File: config.mk
export PLATFORM = sky130hd
export DESIGN_NAME = bbr_win_cell
export DESIGN_NICKNAME = d
export VERILOG_FILES = /design/src/sv/bbr_pkg.sv /design/src/sv/bbr_win_cell.sv
export SDC_FILE = /design/constraint.sdc
export NUM_CORES = 1
export LEC_CHECK = 0
export BUFFER_PORTS_ARGS = -buffer_cell sky130_fd_sc_hd__buf_4
export CORE_UTILIZATION = 44
export DETAILED_ROUTE_END_ITERATION = 12
export GPL_ROUTABILITY_DRIVEN = 1
export HOLD_SLACK_MARGIN = 0.15
export PLACE_DENSITY = 0.76
export SLEW_MARGIN = 20
export SYNTH_ARGS = -nofsm -noshare
export SYNTH_HDL_FRONTEND = slang
export SYNTH_SLANG_ARGS = --single-unit
export TNS_END_PERCENT = 30
File: constraint.sdc
create_clock -name clk -period 2.1 [get_ports clk]
set_input_delay 0.315 -clock clk [delete_from_list [all_inputs] [get_ports clk]]
set_output_delay 0.315 -clock clk [all_outputs]
set_load 0.01 [all_outputs]
File: src/sv/bbr_pkg.sv
`timescale 1ns / 1ps
// ----------------------------------------------------------------------------
// bbr_pkg
// Shared types, constants and helpers of the 3x3 RGB box blur.
// ----------------------------------------------------------------------------
package bbr_pkg;

    localparam int MAX_WIDTH_DEF  = 1024;
    localparam int MAX_HEIGHT_DEF = 2048;
    localparam int MIN_SIZE       = 3;
    localparam int WIN_SIZE       = 3;

    localparam int FW_W       = 11;
    localparam int FH_W       = 12;
    localparam int CFG_IDX_W  = 1;
    localparam int CFG_DATA_W = 12;

    localparam logic [FW_W-1:0] FRAME_WIDTH_RST  = 11'd640;
    localparam logic [FH_W-1:0] FRAME_HEIGHT_RST = 12'd480;

    // x / 9 == (x * 1821) >> 14 for every window sum up to 9 * 255
    localparam int               DIV9_MUL_W = 11;
    localparam logic [10:0]      DIV9_MUL   = 11'd1821;
    localparam int               DIV9_SHIFT = 14;

    localparam int COL_SUM_W = 10;
    localparam int WIN_SUM_W = 12;

    typedef enum logic [CFG_IDX_W-1:0] {
        REG_FRAME_WIDTH  = 1'b0,
        REG_FRAME_HEIGHT = 1'b1
    } cfg_reg_t;

    typedef struct packed {
        logic [7:0] r;
        logic [7:0] g;
        logic [7:0] b;
    } pixel_t;

    typedef struct packed {
        pixel_t top;
        pixel_t mid;
        pixel_t bot;
    } column_t;

    typedef struct packed {
        pixel_t upper;
        pixel_t lower;
    } line_pair_t;

    typedef struct packed {
        logic [COL_SUM_W-1:0] r;
        logic [COL_SUM_W-1:0] g;
        logic [COL_SUM_W-1:0] b;
    } colsum_t;

    typedef struct packed {
        logic [WIN_SUM_W-1:0] r;
        logic [WIN_SUM_W-1:0] g;
        logic [WIN_SUM_W-1:0] b;
    } winsum_t;

    function automatic colsum_t col_sum(input column_t c);
        colsum_t s;
        s.r = COL_SUM_W'(c.top.r) + COL_SUM_W'(c.mid.r) + COL_SUM_W'(c.bot.r);
        s.g = COL_SUM_W'(c.top.g) + COL_SUM_W'(c.mid.g) + COL_SUM_W'(c.bot.g);
        s.b = COL_SUM_W'(c.top.b) + COL_SUM_W'(c.mid.b) + COL_SUM_W'(c.bot.b);
        return s;
    endfunction

    function automatic logic [7:0] div9(input logic [WIN_SUM_W-1:0] s);
        logic [WIN_SUM_W+DIV9_MUL_W-1:0] prod;
        prod = (WIN_SUM_W+DIV9_MUL_W)'(s) * (WIN_SUM_W+DIV9_MUL_W)'(DIV9_MUL);
        return prod[DIV9_SHIFT+7:DIV9_SHIFT];
    endfunction

endpackage

File: src/sv/bbr_win_cell.sv
`timescale 1ns / 1ps
// ----------------------------------------------------------------------------
// bbr_win_cell
// One window column: holds three pixels and their per-channel sum,
// hands the pixels to the next cell on every shift and offers the sum to the window sum.
// ----------------------------------------------------------------------------
module bbr_win_cell (
    input  logic             clk,
    input  logic             shift_en,
    input  bbr_pkg::column_t col_in,
    output bbr_pkg::column_t col_out,
    output bbr_pkg::colsum_t sum_out
);
    import bbr_pkg::*;

    column_t col_reg;
    column_t col_next;
    colsum_t sum_reg;
    colsum_t sum_next;

    always_comb
    begin
        col_next = col_reg;
        sum_next = sum_reg;
        if (shift_en)
        begin
            col_next = col_in;
            sum_next = col_sum(col_in);
        end
    end

    always_ff @(posedge clk)
    begin
        col_reg <= col_next;
        sum_reg <= sum_next;
    end

    assign col_out = col_reg;
    assign sum_out = sum_reg;

endmodule

==> summary.txt <==
Route
  – Final wirelength: 10700 microns
  – WL/cell: 15.6 microns
  – Vias: 3237
  – Vias per cell: 4.73
  – DR iter-0 viols: 76
  – DR pass1 iterations: 4
  – # DRC: 0
  – Antenna-violating nets left: 0

Placed design
  – Final GP Congestion: 0.796
  – Placement Setup Slack: -335 ps
  – Area after DPL: 6200 sq um
  – Final HPWL DP: 7250 microns
  – I/O Buffers: 175

Global routing
  – First-pass GRT wire length: 16200 microns
  – Vias in the first global route: 3430
  – Antenna violations before repair: 0
  – GR Util All Layers: 0.211
  – Largest net degree at the start of global routing: 53
  – GR Overflow Total: 0

CTS
  – CTS root buf: clkbuf_8
  – CTS sink cnt: 102
  – Clock Path Buffers: 2
  – H-Tree Depth: 3
  – CTS buffer count: 9
  – Post-CTS setup buffer count: 0
  – CTS tree: yes
  – Clock slew at reported path FFs: 100 ps

Run
  – Max-cap viol count: 0

Timing
  – Peak Freq: 486 MHz
  – Unrepaired setup endpoints after global routing: yes
  – Post-route setup slack: 41.7 ps
  – Part of the cycle the worst path needs: 0.980
  – Final Setup Violations: 0
  – Final Hold Viols: 0
  – Final hold slack: 239 ps
  – Slew headroom: 0.785
  – Clock period minus worst slack: 2060 ps
  – Worst-Margin Slew: 322 ps
  – Slew Limit Fails: 0

Pwr
  – Tot Pwr: 5.42 mW
  – Pwr dens: 764 nW/um^2
  – Max IR drop VDD: 0.439 mV
  – Leakage: 3.02 nW

Logic synthesis
  – Main area contributors after synthesis: edfxtp_1, fa_1, ha_1
  – Register area share after synthesis: 0.678
  – Top-area cell type share of the netlist area: 0.678
  – Synth area leader: edfxtp_1
  – Yosys warns: 0
  – Cell Area, Synth: 4510 sq um
  – Synthesized flop and latch total: 102
  – Syn Inst Count: 267
  – Syn_nets: 389
  – Syn_area_per_cell: 16.9 sq um
  – Yosys cell types: 23

Layout
  – Ant diodes: 0
  – Design area: 7090 sq um
  – Layout area overhead: 57.1%
  – Fin util: 0.719
  – Commonest cells after routing, fill and taps aside: buf_4, edfxtp_1, dlygate4sd3_1
  – Share of cells above drive strength 1: 0.401
  – Layout Nets: 668
  – Commonest non-fill, non-tap cell in the layout: buf_4
  – # fillers: 627

Floorplan
  – Io pins: 176
  – Initial cell density of the core: 0.458
  – Cell Rows: 36
  – Die area: 10700 sq um
  – DIE WIDTH: 103 microns
  – Die H: 103 microns
  – Core area: 9860 sq um

Outcome
  – Status: finished, final reports clean

Worst setup path
  – Critical Path RT: 2340 ps
  – Setup CP Type: in2reg
  – WP data arrival: 2300 ps
  – Startpoint Class: input port
  – End point of the critical path: sum_out[7]
  – CP startpoint: col_in[1]
  – Critical Path End Type: flip-flop
  – Worst-path fanout max: 4

Hold path
  – Worst Hold Class: in2reg
-- worst max-delay path, stage by stage --
cell,delay [ps]
buf_4,120
fa_1,500
ha_2,210
inv_2,60
fa_2,230
nor2b_4,50
o31a_1,320
or4_1,420
nand3_1,80
-- power by group --
group,internal [mW],switching (mW),total [mW]
combinational,0.873,0.740,1.61
clock,0.441,0.725,1.17
sequential,2.57,0.0765,2.64
total,3.88,1.54,5.42
-- what timing repair did --
action                                  4_1_cts  5_1_grt
resized for setup                             0        1
endpoints found under the setup margin        0        2
endpoints found under the hold margin        71        0
hold buffers                                 71        0
-- area by class of cell --
| class | instances | area [sq um] | share of cell area |
|---|---|---|---|
| Clock inverter | 7 | 56.3 | 0.00794 |
| Clock buffer | 9 | 124 | 0.0175 |
| Tap cell | 133 | 166 | 0.0235 |
| Sequential cell | 102 | 3060 | 0.432 |
| Inverter | 34 | 128 | 0.0180 |
| Multi-Input combinational cell | 131 | 1340 | 0.189 |
| Timing Repair Buffer | 268 | 2210 | 0.312 |
-- flip-flops by register name, summed over array words and instances (netlist names) --
| register | cells |
|---|---|
| sum_out | 30 |
| col_out | 72 |
-- how the worst min path moves through the flow --
stage	startpoint	endpoint	slack, ps	cells after the start
final	col_in[12]	col_out[12]	240	2
after global routing	col_in[12]	col_out[12]	230	2
after CTS	col_in[12]	col_out[12]	220	2
after detailed placement	col_in[56]	col_out[56]	500	1
after global placement	col_in[16]	col_out[16]	500	1
after floorplan	col_in[0]	col_out[0]	410	0
-- stage by stage --
stage / cells / TNS [ps]
6_report: 684 / 0
5_1_grt: 684 / -15.9
4_1_cts: 684 / 0
3_5_place_dp: 597 / -2490
3_3_place_gp: 597 / -2190
2_1_floorplan: 267 / -185
-- kinds of logic (layout without fill, tap and decap cells) --
kind of cell	Yosys count	in the layout	share of synthesized area
AOI/OAI and AO/OA	40	40	0.0535
and+or+nand+nor	27	27	0.0308
xor gates and xnor gates	16	16	0.0310
DFF	102	102	0.678
buffers and inverters	34	318	0.0283
adders and majority gates	48	48	0.178
-- routing by layer --
| layer | track usage | part of all wire | vias to the layer above |
|---|---|---|---|
| met4 | 0.109 | 0.023 | 0 |
| met2 | 0.372 | 0.51 | 142 |
| met1 | 0.231 | 0.38 | 1550 |
| met5 | 0 | 0 | - |
| met3 | 0.0625 | 0.087 | 17 |
| li1 | - | - | 1528 |
-- synthesized netlist by cell type --
library cell / instances
nand2b_1: 1
or3_1: 1
nor2b_4: 1
nor4_1: 2
nor2_1: 4
xnor2_1: 12
inv_1: 34
nand3_1: 1
o211a_1: 1
o211ai_1: 7
nand2_1: 9
nor2b_1: 3
o21ai_0: 7
or4_1: 1
o31a_1: 1
fa_1: 27
a21oi_1: 19
nor3_1: 4
edfxtp_1: 102
a221oi_1: 2
xor2_1: 4
o21a_1: 3
ha_1: 21
(Power assumes the default switching activity.)
